File: src/rtl/glucose_trimmed_mean_alarm_assert.svh
// Assertion macros for the glucose trimmed-mean alarm block
`ifndef GLUCOSE_TRIMMED_MEAN_ALARM_ASSERT_SVH
`define GLUCOSE_TRIMMED_MEAN_ALARM_ASSERT_SVH
// Check that cons holds in the same cycle as ante
`define GTMA_ASSERT_SAME(lbl, clk, rstn, ante, cons, msg) \
    lbl: assert property (@(posedge clk) disable iff (!rstn) (ante) |-> (cons)) else $error(msg);
// Check that cons holds in the cycle after ante
`define GTMA_ASSERT_NEXT(lbl, clk, rstn, ante, cons, msg) \
    lbl: assert property (@(posedge clk) disable iff (!rstn) (ante) |=> (cons)) else $error(msg);
`endif

File: src/rtl/gtma_pkg.sv
// Shared constants, types and codes of the glucose trimmed-mean alarm block
`default_nettype none

package gtma_pkg;

    // round geometry
    localparam int unsigned SAMPLES  = 15;
    localparam int unsigned TRIM     = 3;
    localparam int unsigned EFF_TRIM = (2 * TRIM >= SAMPLES) ? (SAMPLES - 1) / 2 : TRIM;
    localparam int unsigned KEPT     = SAMPLES - 2 * EFF_TRIM;
    localparam int unsigned COUNT_W  = $clog2(SAMPLES + 1);
    localparam int unsigned KCNT_W   = $clog2(KEPT + 1);

    // field widths
    localparam int unsigned SAMPLE_W   = 8;
    localparam int unsigned RAW_W      = 12;
    localparam int unsigned CFG_IDX_W  = 3;
    localparam int unsigned CFG_DATA_W = 16;
    localparam int unsigned MARGIN_W   = 7;
    localparam int unsigned MARGIN_MAX = 127;

    // mean: sum of kept samples divided by KEPT through a reciprocal multiply
    localparam int unsigned SUM_W      = SAMPLE_W + $clog2(KEPT);
    localparam int unsigned DIV_SHIFT  = SUM_W + $clog2(KEPT);
    localparam int unsigned DIV_MULT_W = SUM_W + 1;
    localparam int unsigned DIV_MULT   = (2 ** DIV_SHIFT + KEPT - 1) / KEPT;
    localparam int unsigned PROD_W     = SUM_W + DIV_MULT_W;

    // calibration: raw * slope / 1000, only the unsaturated range is divided
    localparam int unsigned CAL_P_W     = RAW_W + CFG_DATA_W;
    localparam int unsigned CAL_DIV     = 1000;
    localparam int unsigned CAL_Q_W     = SAMPLE_W + 1;
    localparam int unsigned CAL_SAT_P   = (2 ** CAL_Q_W) * CAL_DIV;
    localparam int unsigned CAL_N       = $clog2(CAL_SAT_P);
    localparam int unsigned CAL_SHIFT   = CAL_N + $clog2(CAL_DIV);
    localparam int unsigned CAL_MULT_W  = CAL_N + 1;
    localparam int unsigned CAL_MULT    = (2 ** CAL_SHIFT + CAL_DIV - 1) / CAL_DIV;
    localparam int unsigned CAL_PROD_W  = CAL_N + CAL_MULT_W;
    localparam int unsigned CAL_SUM_W   = CFG_DATA_W + 1;
    localparam int unsigned CAL_SAT_SUM = 2 ** (SAMPLE_W + 1);

    // front to back queue
    localparam int unsigned QUEUE_DEPTH = 2;
    localparam int unsigned QPTR_W      = $clog2(QUEUE_DEPTH);
    localparam int unsigned QCNT_W      = $clog2(QUEUE_DEPTH + 1);

    // register indexes
    localparam logic [CFG_IDX_W-1:0] REG_CAL_OFFSET = 3'd0;
    localparam logic [CFG_IDX_W-1:0] REG_CAL_SLOPE  = 3'd1;
    localparam logic [CFG_IDX_W-1:0] REG_LO_LIMIT   = 3'd2;
    localparam logic [CFG_IDX_W-1:0] REG_HI_LIMIT   = 3'd3;
    localparam logic [CFG_IDX_W-1:0] REG_LO_GUARD   = 3'd4;
    localparam logic [CFG_IDX_W-1:0] REG_HI_GUARD   = 3'd5;

    // result status codes
    localparam logic [1:0] STATUS_ERROR    = 2'd0;
    localparam logic [1:0] STATUS_FIRST    = 2'd1;
    localparam logic [1:0] STATUS_AT_ABOVE = 2'd2;
    localparam logic [1:0] STATUS_BELOW    = 2'd3;

    typedef struct packed {
        logic                failed;
        logic [SAMPLE_W-1:0] value;
    } qitem_t;

    typedef struct packed {
        logic [SAMPLE_W-1:0] lo_limit;
        logic [SAMPLE_W-1:0] hi_limit;
        logic [SAMPLE_W-1:0] lo_guard;
        logic [SAMPLE_W-1:0] hi_guard;
    } thr_cfg_t;

    typedef struct packed {
        logic [SAMPLE_W-1:0] level;
        logic [1:0]          status;
        logic                hi_alert;
        logic                lo_alert;
    } result_t;

    typedef enum logic [1:0] {
        BK_IDLE,
        BK_SUM,
        BK_MUL,
        BK_EMIT
    } back_state_t;

endpackage

`default_nettype wire

File: src/rtl/gtma_front.sv
// Front part: accepts raw words and calibrates them to saturated half-unit samples
`default_nettype none

module gtma_front (
    input  wire logic                                aclk,
    input  wire logic                                aresetn,
    input  wire logic                                s_valid,
    output logic                                     s_ready,
    input  wire logic [gtma_pkg::RAW_W-1:0]          s_raw_sample,
    input  wire logic                                s_read_failed,
    input  wire logic [gtma_pkg::CFG_DATA_W-1:0]     cal_offset,
    input  wire logic [gtma_pkg::CFG_DATA_W-1:0]     cal_slope,
    output logic                                     q_push_valid,
    input  wire logic                                q_push_ready,
    output gtma_pkg::qitem_t                         q_push_item
);

    logic                                  adv;
    logic                                  v1_reg, v2_reg, v3_reg;
    logic                                  f1_reg, f2_reg;
    logic [gtma_pkg::CAL_P_W-1:0]          p1_reg;
    logic [gtma_pkg::CAL_Q_W-1:0]          q2_reg;
    logic                                  big2_reg;
    logic [gtma_pkg::CAL_PROD_W-1:0]       cal_prod;
    logic [gtma_pkg::CAL_SUM_W-1:0]        cal_sum;
    gtma_pkg::qitem_t                      item_next, item_reg;

    // whole pipe moves together; it stalls only when the last stage cannot push
    assign adv     = !v3_reg || q_push_ready;
    assign s_ready = adv;

    assign cal_prod = gtma_pkg::CAL_PROD_W'(p1_reg[gtma_pkg::CAL_N-1:0])
                    * gtma_pkg::CAL_PROD_W'(gtma_pkg::CAL_MULT);
    assign cal_sum  = gtma_pkg::CAL_SUM_W'(cal_offset) + gtma_pkg::CAL_SUM_W'(q2_reg);

    always_comb begin
        item_next.failed = f2_reg;
        if (big2_reg || cal_sum >= gtma_pkg::CAL_SUM_W'(gtma_pkg::CAL_SAT_SUM)) begin
            item_next.value = '1;
        end else begin
            item_next.value = cal_sum[gtma_pkg::SAMPLE_W:1];
        end
    end

    always_ff @(posedge aclk) begin
        if (!aresetn) begin
            v1_reg <= 1'b0;
            v2_reg <= 1'b0;
            v3_reg <= 1'b0;
        end else if (adv) begin
            v1_reg <= s_valid;
            v2_reg <= v1_reg;
            v3_reg <= v2_reg;
        end
    end

    always_ff @(posedge aclk) begin
        if (adv) begin
            p1_reg   <= gtma_pkg::CAL_P_W'(s_raw_sample) * gtma_pkg::CAL_P_W'(cal_slope);
            f1_reg   <= s_read_failed;
            q2_reg   <= cal_prod[gtma_pkg::CAL_SHIFT +: gtma_pkg::CAL_Q_W];
            big2_reg <= p1_reg >= gtma_pkg::CAL_P_W'(gtma_pkg::CAL_SAT_P);
            f2_reg   <= f1_reg;
            item_reg <= item_next;
        end
    end

    assign q_push_valid = v3_reg;
    assign q_push_item  = item_reg;

endmodule

`default_nettype wire

File: src/rtl/gtma_queue.sv
// Short queue of calibrated samples between the front and back parts
`default_nettype none

module gtma_queue (
    input  wire logic              aclk,
    input  wire logic              aresetn,
    input  wire logic              in_valid,
    output logic                   in_ready,
    input  wire gtma_pkg::qitem_t  in_item,
    output logic                   out_valid,
    input  wire logic              out_pop,
    output gtma_pkg::qitem_t       out_item
);

    gtma_pkg::qitem_t                slot_reg [gtma_pkg::QUEUE_DEPTH];
    logic [gtma_pkg::QPTR_W-1:0]     wr_ptr_reg, rd_ptr_reg;
    logic [gtma_pkg::QCNT_W-1:0]     cnt_reg;
    logic                            push;

    assign in_ready  = cnt_reg < gtma_pkg::QCNT_W'(gtma_pkg::QUEUE_DEPTH);
    assign out_valid = cnt_reg != '0;
    assign out_item  = slot_reg[rd_ptr_reg];
    assign push      = in_valid && in_ready;

    always_ff @(posedge aclk) begin
        if (!aresetn) begin
            wr_ptr_reg <= '0;
            rd_ptr_reg <= '0;
            cnt_reg    <= '0;
        end else begin
            if (push) begin
                wr_ptr_reg <= (wr_ptr_reg == gtma_pkg::QPTR_W'(gtma_pkg::QUEUE_DEPTH - 1))
                              ? '0 : wr_ptr_reg + 1'b1;
            end
            if (out_pop) begin
                rd_ptr_reg <= (rd_ptr_reg == gtma_pkg::QPTR_W'(gtma_pkg::QUEUE_DEPTH - 1))
                              ? '0 : rd_ptr_reg + 1'b1;
            end
            if (push && !out_pop) begin
                cnt_reg <= cnt_reg + 1'b1;
            end else if (!push && out_pop) begin
                cnt_reg <= cnt_reg - 1'b1;
            end
        end
    end

    always_ff @(posedge aclk) begin
        if (push) begin
            slot_reg[wr_ptr_reg] <= in_item;
        end
    end

endmodule

`default_nettype wire

File: src/rtl/gtma_back.sv
// Back part: sorted insertion, trimmed sum, mean and alarm decision
`default_nettype none

module gtma_back (
    input  wire logic               aclk,
    input  wire logic               aresetn,
    input  wire logic               q_valid,
    input  wire gtma_pkg::qitem_t   q_item,
    output logic                    q_pop,
    input  wire gtma_pkg::thr_cfg_t thr,
    output logic                    m_valid,
    input  wire logic               m_ready,
    output gtma_pkg::result_t       m_result
);

    localparam int unsigned SW = gtma_pkg::SAMPLE_W;
    localparam int unsigned MW = gtma_pkg::MARGIN_W;

    function automatic logic [MW-1:0] calc_low_margin(input logic [SW-1:0] level,
                                                      input logic [SW-1:0] alarm,
                                                      input logic [SW-1:0] margin);
        logic [SW:0]   limit_wide;
        logic [SW-1:0] limit;
        logic [SW-1:0] d;
        limit_wide = {1'b0, alarm} + {1'b0, margin};
        limit      = limit_wide[SW] ? '1 : limit_wide[SW-1:0];
        d          = limit - level;
        if (level >= limit) begin
            return '0;
        end else if (d > SW'(gtma_pkg::MARGIN_MAX)) begin
            return MW'(gtma_pkg::MARGIN_MAX);
        end
        return d[MW-1:0];
    endfunction

    function automatic logic [MW-1:0] calc_high_margin(input logic [SW-1:0] level,
                                                       input logic [SW-1:0] alarm,
                                                       input logic [SW-1:0] margin);
        logic [SW-1:0] limit;
        logic [SW-1:0] d;
        limit = (alarm > margin) ? alarm - margin : '0;
        d     = level - limit;
        if (level <= limit) begin
            return '0;
        end else if (d > SW'(gtma_pkg::MARGIN_MAX)) begin
            return MW'(gtma_pkg::MARGIN_MAX);
        end
        return d[MW-1:0];
    endfunction

    gtma_pkg::back_state_t                 state_reg, state_next;
    logic [SW-1:0]                         store_reg [gtma_pkg::SAMPLES];
    logic [SW-1:0]                         ins_val   [gtma_pkg::SAMPLES];
    logic [SW-1:0]                         shift_val [gtma_pkg::SAMPLES];
    logic [gtma_pkg::SAMPLES-1:0]          used, gt;
    logic [gtma_pkg::COUNT_W-1:0]          count_reg;
    logic [gtma_pkg::KCNT_W-1:0]           kcnt_reg;
    logic [gtma_pkg::SUM_W-1:0]            acc_reg;
    logic [gtma_pkg::PROD_W-1:0]           prod_reg;
    logic [SW-1:0]                         initial_reg;
    logic [MW-1:0]                         low_m_reg, high_m_reg;
    logic [MW-1:0]                         low_m_next, high_m_next;
    logic [SW-1:0]                         initial_next;
    logic                                  m_valid_reg;
    gtma_pkg::result_t                     res_reg, res_next;
    logic [SW-1:0]                         level;
    logic [SW:0]                           thr_hi_wide;
    logic [SW-1:0]                         thr_hi, thr_lo;
    logic                                  out_free, last_in;
    logic                                  ins_en, err_en, sum_en, mul_en, emit_en;

    assign out_free = !m_valid_reg || m_ready;
    assign last_in  = count_reg == gtma_pkg::COUNT_W'(gtma_pkg::SAMPLES - 1);

    // one comparator per slot; slots above the new word move up by one
    for (genvar i = 0; i < gtma_pkg::SAMPLES; i++) begin : g_slot
        assign used[i] = gtma_pkg::COUNT_W'(i) < count_reg;
        assign gt[i]   = used[i] && (store_reg[i] > q_item.value);
        if (i == 0) begin : g_first
            assign ins_val[i] = (gt[i] || !used[i]) ? q_item.value : store_reg[i];
        end else begin : g_rest
            assign ins_val[i] = gt[i-1] ? store_reg[i-1]
                              : ((gt[i] || !used[i]) ? q_item.value : store_reg[i]);
        end
        if (i == gtma_pkg::SAMPLES - 1) begin : g_top
            assign shift_val[i] = store_reg[i];
        end else begin : g_low
            assign shift_val[i] = store_reg[i+1];
        end
    end

    // next state
    always_comb begin
        state_next = state_reg;
        unique case (state_reg)
            gtma_pkg::BK_IDLE: begin
                if (ins_en && last_in) begin
                    state_next = gtma_pkg::BK_SUM;
                end
            end
            gtma_pkg::BK_SUM: begin
                if (kcnt_reg == gtma_pkg::KCNT_W'(1)) begin
                    state_next = gtma_pkg::BK_MUL;
                end
            end
            gtma_pkg::BK_MUL:  state_next = gtma_pkg::BK_EMIT;
            gtma_pkg::BK_EMIT: begin
                if (out_free) begin
                    state_next = gtma_pkg::BK_IDLE;
                end
            end
            default: state_next = gtma_pkg::BK_IDLE;
        endcase
    end

    // control outputs
    always_comb begin
        q_pop   = 1'b0;
        ins_en  = 1'b0;
        err_en  = 1'b0;
        sum_en  = 1'b0;
        mul_en  = 1'b0;
        emit_en = 1'b0;
        unique case (state_reg)
            gtma_pkg::BK_IDLE: begin
                if (q_valid) begin
                    if (q_item.failed) begin
                        q_pop  = out_free;
                        err_en = out_free;
                    end else begin
                        q_pop  = 1'b1;
                        ins_en = 1'b1;
                    end
                end
            end
            gtma_pkg::BK_SUM:  sum_en  = 1'b1;
            gtma_pkg::BK_MUL:  mul_en  = 1'b1;
            gtma_pkg::BK_EMIT: emit_en = out_free;
            default: ;
        endcase
    end

    // decision on the finished mean
    assign level       = prod_reg[gtma_pkg::DIV_SHIFT +: SW];
    assign thr_hi_wide = {1'b0, thr.hi_limit} + (SW + 1)'(high_m_reg);
    assign thr_hi      = thr_hi_wide[SW] ? '1 : thr_hi_wide[SW-1:0];
    assign thr_lo      = (thr.lo_limit > SW'(low_m_reg)) ? thr.lo_limit - SW'(low_m_reg) : '0;

    always_comb begin
        initial_next      = initial_reg;
        low_m_next        = low_m_reg;
        high_m_next       = high_m_reg;
        res_next.level    = level;
        res_next.hi_alert = 1'b0;
        res_next.lo_alert = 1'b0;
        if (initial_reg == '0) begin
            initial_next    = level;
            low_m_next      = calc_low_margin(level, thr.lo_limit, thr.lo_guard);
            high_m_next     = calc_high_margin(level, thr.hi_limit, thr.hi_guard);
            res_next.status = gtma_pkg::STATUS_FIRST;
        end else if (level >= initial_reg) begin
            if (low_m_reg != '0) begin
                low_m_next = calc_low_margin(level, thr.lo_limit, thr.lo_guard);
            end
            res_next.status   = gtma_pkg::STATUS_AT_ABOVE;
            res_next.hi_alert = level > thr_hi;
        end else begin
            if (high_m_reg != '0) begin
                high_m_next = calc_high_margin(level, thr.hi_limit, thr.hi_guard);
            end
            res_next.status   = gtma_pkg::STATUS_BELOW;
            res_next.lo_alert = level < thr_lo;
        end
    end

    always_ff @(posedge aclk) begin
        if (!aresetn) begin
            state_reg   <= gtma_pkg::BK_IDLE;
            count_reg   <= '0;
            initial_reg <= '0;
            low_m_reg   <= '0;
            high_m_reg  <= '0;
            m_valid_reg <= 1'b0;
        end else begin
            state_reg <= state_next;
            if (err_en) begin
                count_reg <= '0;
            end else if (ins_en) begin
                count_reg <= last_in ? '0 : count_reg + 1'b1;
            end
            if (emit_en) begin
                initial_reg <= initial_next;
                low_m_reg   <= low_m_next;
                high_m_reg  <= high_m_next;
            end
            if (err_en || emit_en) begin
                m_valid_reg <= 1'b1;
            end else if (m_ready) begin
                m_valid_reg <= 1'b0;
            end
        end
    end

    always_ff @(posedge aclk) begin
        for (int i = 0; i < gtma_pkg::SAMPLES; i++) begin
            if (ins_en) begin
                store_reg[i] <= ins_val[i];
            end else if (sum_en) begin
                store_reg[i] <= shift_val[i];
            end
        end
        if (ins_en) begin
            acc_reg  <= '0;
            kcnt_reg <= gtma_pkg::KCNT_W'(gtma_pkg::KEPT);
        end else if (sum_en) begin
            acc_reg  <= acc_reg + gtma_pkg::SUM_W'(store_reg[gtma_pkg::EFF_TRIM]);
            kcnt_reg <= kcnt_reg - 1'b1;
        end
        if (mul_en) begin
            prod_reg <= gtma_pkg::PROD_W'(acc_reg)
                      * gtma_pkg::PROD_W'(gtma_pkg::DIV_MULT_W'(gtma_pkg::DIV_MULT));
        end
        if (err_en) begin
            res_reg <= '{level: '0, status: gtma_pkg::STATUS_ERROR,
                         hi_alert: 1'b0, lo_alert: 1'b0};
        end else if (emit_en) begin
            res_reg <= res_next;
        end
    end

    assign m_valid  = m_valid_reg;
    assign m_result = res_reg;

endmodule

`default_nettype wire

File: src/rtl/glucose_trimmed_mean_alarm.sv
// Top level of the glucose trimmed-mean alarm block: registers, front, queue, back
// Throughput: one sample word per cycle while a round fills and the front does not stall; after
//   the word that closes a round the back part sums, divides and emits before it takes a word.
// Path with the output free: a read error word passes the front pipeline and the queue into the
//   result register; a round result follows its last word after the serial sum and the multiply.
// Reset: synchronous, active low; clears the round, the initial level and both margins.
`default_nettype none
`include "glucose_trimmed_mean_alarm_assert.svh"

module glucose_trimmed_mean_alarm (
    input  wire logic                                aclk,
    input  wire logic                                aresetn,
    // sample words in
    input  wire logic                                s_valid,
    output logic                                     s_ready,
    input  wire logic [gtma_pkg::RAW_W-1:0]          s_raw_sample,
    input  wire logic                                s_read_failed,
    // result words out
    output logic                                     m_valid,
    input  wire logic                                m_ready,
    output logic [gtma_pkg::SAMPLE_W-1:0]            m_level_half,
    output logic [1:0]                               m_status,
    output logic                                     m_hi_alert,
    output logic                                     m_lo_alert,
    // register writes
    input  wire logic                                cfg_valid,
    output logic                                     cfg_ready,
    input  wire logic [gtma_pkg::CFG_IDX_W-1:0]      cfg_index,
    input  wire logic [gtma_pkg::CFG_DATA_W-1:0]     cfg_data
);

    logic [gtma_pkg::CFG_DATA_W-1:0] cal_offset_reg, cal_slope_reg;
    logic [gtma_pkg::SAMPLE_W-1:0]   lo_limit_reg, hi_limit_reg;
    logic [gtma_pkg::SAMPLE_W-1:0]   lo_guard_reg, hi_guard_reg;
    gtma_pkg::thr_cfg_t              thr;
    logic                            fq_valid, fq_ready;
    gtma_pkg::qitem_t                fq_item;
    logic                            q_valid, q_pop;
    gtma_pkg::qitem_t                q_item;
    gtma_pkg::result_t               result;

    // Register writes are always taken; an unknown index is dropped.
    assign cfg_ready = 1'b1;

    always_ff @(posedge aclk) begin
        if (!aresetn) begin
            cal_offset_reg <= '0;
            cal_slope_reg  <= 16'd1000;
            lo_limit_reg   <= 8'd35;
            hi_limit_reg   <= 8'd125;
            lo_guard_reg   <= 8'd5;
            hi_guard_reg   <= 8'd5;
        end else if (cfg_valid) begin
            unique case (cfg_index)
                gtma_pkg::REG_CAL_OFFSET: cal_offset_reg <= cfg_data;
                gtma_pkg::REG_CAL_SLOPE:  cal_slope_reg  <= cfg_data;
                gtma_pkg::REG_LO_LIMIT:   lo_limit_reg   <= cfg_data[gtma_pkg::SAMPLE_W-1:0];
                gtma_pkg::REG_HI_LIMIT:   hi_limit_reg   <= cfg_data[gtma_pkg::SAMPLE_W-1:0];
                gtma_pkg::REG_LO_GUARD:   lo_guard_reg   <= cfg_data[gtma_pkg::SAMPLE_W-1:0];
                gtma_pkg::REG_HI_GUARD:   hi_guard_reg   <= cfg_data[gtma_pkg::SAMPLE_W-1:0];
                default: ;
            endcase
        end
    end

    assign thr.lo_limit = lo_limit_reg;
    assign thr.hi_limit = hi_limit_reg;
    assign thr.lo_guard = lo_guard_reg;
    assign thr.hi_guard = hi_guard_reg;

    // Front: multiply, reciprocal divide by 1000, offset and saturate, one word per cycle unless the queue is full.
    gtma_front u_front (
        .aclk          (aclk),
        .aresetn       (aresetn),
        .s_valid       (s_valid),
        .s_ready       (s_ready),
        .s_raw_sample  (s_raw_sample),
        .s_read_failed (s_read_failed),
        .cal_offset    (cal_offset_reg),
        .cal_slope     (cal_slope_reg),
        .q_push_valid  (fq_valid),
        .q_push_ready  (fq_ready),
        .q_push_item   (fq_item)
    );

    // Queue: lets the front keep calibrating while the back sums a finished round.
    gtma_queue u_queue (
        .aclk      (aclk),
        .aresetn   (aresetn),
        .in_valid  (fq_valid),
        .in_ready  (fq_ready),
        .in_item   (fq_item),
        .out_valid (q_valid),
        .out_pop   (q_pop),
        .out_item  (q_item)
    );

    // Back: insert into the sorted store, sum the middle slots, divide, decide and hold
    // the result word in its output register.
    gtma_back u_back (
        .aclk     (aclk),
        .aresetn  (aresetn),
        .q_valid  (q_valid),
        .q_item   (q_item),
        .q_pop    (q_pop),
        .thr      (thr),
        .m_valid  (m_valid),
        .m_ready  (m_ready),
        .m_result (result)
    );

    assign m_level_half = result.level;
    assign m_status     = result.status;
    assign m_hi_alert   = result.hi_alert;
    assign m_lo_alert   = result.lo_alert;

    // A read error word carries level zero and no alarm.
    `GTMA_ASSERT_SAME(a_error_word_clean, aclk, aresetn, m_valid && (m_status == gtma_pkg::STATUS_ERROR), (m_level_half == '0) && !m_hi_alert && !m_lo_alert, "read error word with level or alarm set")
    // The first latched level never raises an alarm.
    `GTMA_ASSERT_SAME(a_first_no_alarm, aclk, aresetn, m_valid && (m_status == gtma_pkg::STATUS_FIRST), !m_hi_alert && !m_lo_alert, "alarm on first level word")
    // A high alarm only comes with a level at or above the initial one.
    `GTMA_ASSERT_SAME(a_high_alarm_status, aclk, aresetn, m_valid && m_hi_alert, m_status == gtma_pkg::STATUS_AT_ABOVE, "high alarm with wrong status")
    // Popping a failed word presents an error result on the next cycle.
    `GTMA_ASSERT_NEXT(a_error_pop_result, aclk, aresetn, q_pop && q_item.failed, m_valid && (m_status == gtma_pkg::STATUS_ERROR), "failed word did not produce an error result")

endmodule

`default_nettype wire

File: config.mk
export PLATFORM = sky130hd
export DESIGN_NAME = glucose_trimmed_mean_alarm
export DESIGN_NICKNAME = d
export VERILOG_FILES = /design/src/rtl/gtma_pkg.sv /design/src/rtl/gtma_front.sv /design/src/rtl/gtma_queue.sv /design/src/rtl/gtma_back.sv /design/src/rtl/glucose_trimmed_mean_alarm.sv
export VERILOG_INCLUDE_DIRS = /design/src /design/src/rtl
export SDC_FILE = /design/constraint.sdc
export NUM_CORES = 2
export LEC_CHECK = 0
export BUFFER_PORTS_ARGS = -buffer_cell sky130_fd_sc_hd__buf_2
export CAP_MARGIN = 15
export CORE_AREA = 2 2 289 234
export DETAILED_ROUTE_END_ITERATION = 10
export DIE_AREA = 0 0 291 236
export PLACE_DENSITY_LB_ADDON = 0.3
export SKIP_LAST_GASP = 1
export SYNTH_ARGS = -nofsm -noshare
export SYNTH_HDL_FRONTEND = slang
export SYNTH_SLANG_ARGS = --single-unit
File: constraint.sdc
create_clock -name aclk -period 5.98 [get_ports aclk]
set_clock_uncertainty 0.2 [all_clocks]
set_input_delay 0 -clock aclk [delete_from_list [all_inputs] [get_ports aclk]]
set_output_delay 0 -clock aclk [all_outputs]
set_load 0.005 [all_outputs]
==> impl_metrics.py <==
metrics = {
    "yosys": {
        "synth-async-reset-ratio_pct": 0,
        "synthSimpleGateAreaFrac_pct": 13.1,
        "synthAdderAreaFrac_pct": 35.7,
        "synthMuxAreaShare_pct": 4.10,
        "yosys_register_bits": 324,
        "synth_edf_count": 195,
        "syn-num-nets": 4278,
        "synth_top_family_by_area": "adder cells",
        "syn_inst": 3468,
        "netlist_area_um2": 32500,
        "yosys_warnings": 0,
        "synth_seq_area_share_pct": 25.9,
        "synth_xor_area_share_pct": 2.21,
        "syn_avg_cell_area_um2": 9.38,
        "ys_types": 70,
        "synth_compound_area_share_pct": 11.5,
        "synth_ff_type": "edfxtp_1",
    },
    "worst_setup_path": {
        "start_kind": "flop",
        "path_class": "reg -> reg",
        "worst_setup_path_end_kind": "flop",
        "crit_chain": "buf_6 -> inv_2 -> ha_4 -> fa_1 -> inv_1 -> fa_1 -> inv_1 -> fa_1 -> fa_1 -> fa_1 -> inv_1 -> ha_4 -> buf_4 -> nand2_1 -> o21ai_1 -> and2_1 -> a311o_1 -> o31ai_2 -> buf_4 -> o21bai_4 -> a21oi_2 -> xnor2_1",
        "cp_data_required_time_ns": 6.09,
        "critPathTopFamily": "adder cells",
        "cpMostUsedCell": "fa_1",
        "cp_slowest_cell": "fa_1",
        "critPathBufInv": 7,
        "crit_path_max_incr_delay_ns": 0.54,
        "crit_arrival_ns": 5.93,
        "worstPathMaxFanout": 3,
    },
    "grt": {
        "antenna_found_initial": 0,
        "grt_util_met3_pct": 3.88,
        "grt_pass1_vias": 24200,
        "overflow": 0,
        "grt_pass1_wl_mm": 128,
        "grtUsageMet1_pct": 33.7,
        "grt_usage_pct": 22.9,
        "top_usage_layer": "met2",
        "grt_start_max_net_pins": 101,
        "grt_util_met2_pct": 35.6,
    },
    "cells_and_area": {
        "mostFrequentLayoutCells": "541 x inv_1, 509 x ha_1, 346 x nand2_1",
        "multi_input_area_um2": 21800,
        "final_cell_area_um2": 35800,
        "nNetsFinal": 4373,
        "n_antenna_cell": 0,
        "n_fill_cell": 5991,
        "regArea_um2": 8440,
        "drive_above_1_share_pct": 7.13,
        "synthToLayoutAreaGrowth_pct": 10.1,
        "layout_commonest_cell": "inv_1",
        "largest_reg_flops": 120,
    },
    "die": {
        "ios": 52,
        "die-area_um2": 68700,
        "rows": 85,
        "die_x_um": 291,
        "fp.coreArea_um2": 66300,
        "start_util_pct": 49.1,
        "fp.dieH_um": 236,
    },
    "timing": {
        "finalSetupViolations": 0,
        "slew_headroom_pct": 28.4,
        "rsz0062_at_grt": "yes",
        "post-route-min-period_ns": 5.82,
        "worst_slew_pin_slew_ns": 1.07,
        "slew_viol_final": 0,
        "hold_viol": 0,
        "finalSetupTns_ns": 0,
        "fmax_mhz": 172,
        "period_share_pct": 97.3,
    },
    "placement": {
        "hpwlAfterDp_mm": 59.5,
        "numPortBuffers": 50,
        "place.gp.congestion": 0.891,
        "place_area_um2": 34100,
    },
    "clock_network": {
        "cts.sinks": 324,
        "cts-buffers-inserted": 38,
        "htreeDepth": 2,
        "cts_tree": "built",
        "root_buffer": "clkbuf_16",
        "cts_max_path_buffers": 3,
        "clk_transition_reported_paths_ns": 0.06,
        "clk_latency_ns": 0.58,
    },
    "drt": {
        "wl_per_cell_um": 17.2,
        "dr_total_vias": 24000,
        "drtIter0Drc": 1588,
        "drt_pass1_iterations": 5,
        "viasPerCell": 5.37,
        "postRouteAntennaNets": 0,
        "drc_errors": 0,
        "wl_mm": 77.0,
    },
    "run": {
        "max_cap_viol_count": 0,
    },
    "worst_hold_path": {
        "hold_path_class": "in -> reg",
    },
    "outcome": {
        "outcome": "finished clean",
    },
}
-- worst reg2reg max path, delay by kind of cell (launching register included) --
| family | cells | cell delay (ns) |
|---|---|---|
| AOI/OAI and AO/OA | 5 | 0.93 |
| xor gates and xnor gates | 1 | 0.09 |
| adders and majority gates | 7 | 2.99 |
| buffers and inverters | 7 | 0.70 |
| DFF | 1 | 0.44 |
| and+or+nand+nor | 2 | 0.20 |
-- repair_timing --
item                                    CTS  global route
buffers inserted                          0             5
endpoints found under the hold margin    84             0
endpoints found under the setup margin    4            11
hold buffers                             30             0
pin swaps                                 5            18
resized for setup                         4            22
-- Yosys cell counts, drive strengths merged, types with 6 or more instances --
master	count	area share, %
dfxtp	129	7.9
ha	514	20
nand2b	18	0.35
buf	6	0.081
a21oi	245	3.8
mux2	17	0.59
xor2	25	0.67
nor2	207	2.4
a211oi	16	0.37
clkbuf	98	1.1
or3	7	0.13
nor2b	50	0.96
inv	544	6.3
a21boi	59	1.4
nor3	33	0.52
nor4	12	0.23
fa	259	16
o211ai	14	0.32
nand3b	15	0.35
o21ai	93	1.5
edfxtp	195	18
or2	10	0.19
a221oi	6	0.16
a31oi	18	0.35
nand4	25	0.48
xnor2	57	1.5
nand3	62	0.95
nand2	348	4.0
o21a	32	0.74
and3	21	0.40
and2	90	1.7
a21o	50	1.2
mux2i	114	3.5
o21bai	8	0.18
-- through the flow --
| step | cells | setup WS [ns] | hold slack [ns] | util, % |
|---|---|---|---|---|
| 2_1_floorplan | 3468 | 0.00439 | -0.101 | - |
| 3_3_place_gp | 4358 | -0.0649 | -0.0160 | 51.4 |
| 3_5_place_dp | 4358 | -0.107 | -0.0160 | 51.4 |
| 4_1_cts | 4457 | 0.00729 | 0.0620 | 53.9 |
| 5_1_grt | 4462 | -0.0738 | 0.101 | 54.1 |
| 6_report | 4462 | 0.159 | 0.0932 | 54.1 |
-- worst paths after layout --
path,startpoint,slack (ns),to,cells after the start
worst min-delay path,cfg_data[2],0.09,cal_slope_reg[2],4
worst min register to register,u_front.q_push_item[7],0.23,u_queue.slot_reg[1][7],0
worst max register to register,u_front.p1_reg[17],0.16,u_front.q2_reg[6],22
worst max-delay path,u_front.p1_reg[17],0.16,u_front.q2_reg[6],22
-- area by class of cell --
cell class / instances / area share [%]
Clock buffer: 48 / 2.85
Sequential cell: 324 / 23.6
Tap cell: 870 / 3.04
Timing Repair Buffer: 159 / 3.20
Multi-Input combinational cell: 2496 / 60.8
Inverter: 544 / 5.70
Clock inverter: 21 / 0.848
-- routing by layer --
layer,vias up,share of wire [%]
met5,-,0
met4,0,1.7
met3,95,5.8
met2,547,43
met1,11500,49
li1,11900,-
-- logic make-up after synthesis --
kind of cell / after synthesis
buffers and inverters: 648
xor gates and xnor gates: 82
muxes: 131
DFF: 324
and+or+nand+nor: 912
AOI/OAI and AO/OA: 597
adders and majority gates: 773
other: 1
Power is not shown: default switching activity piles up to over one toggle a cycle in this logic, so the estimate is an artifact.
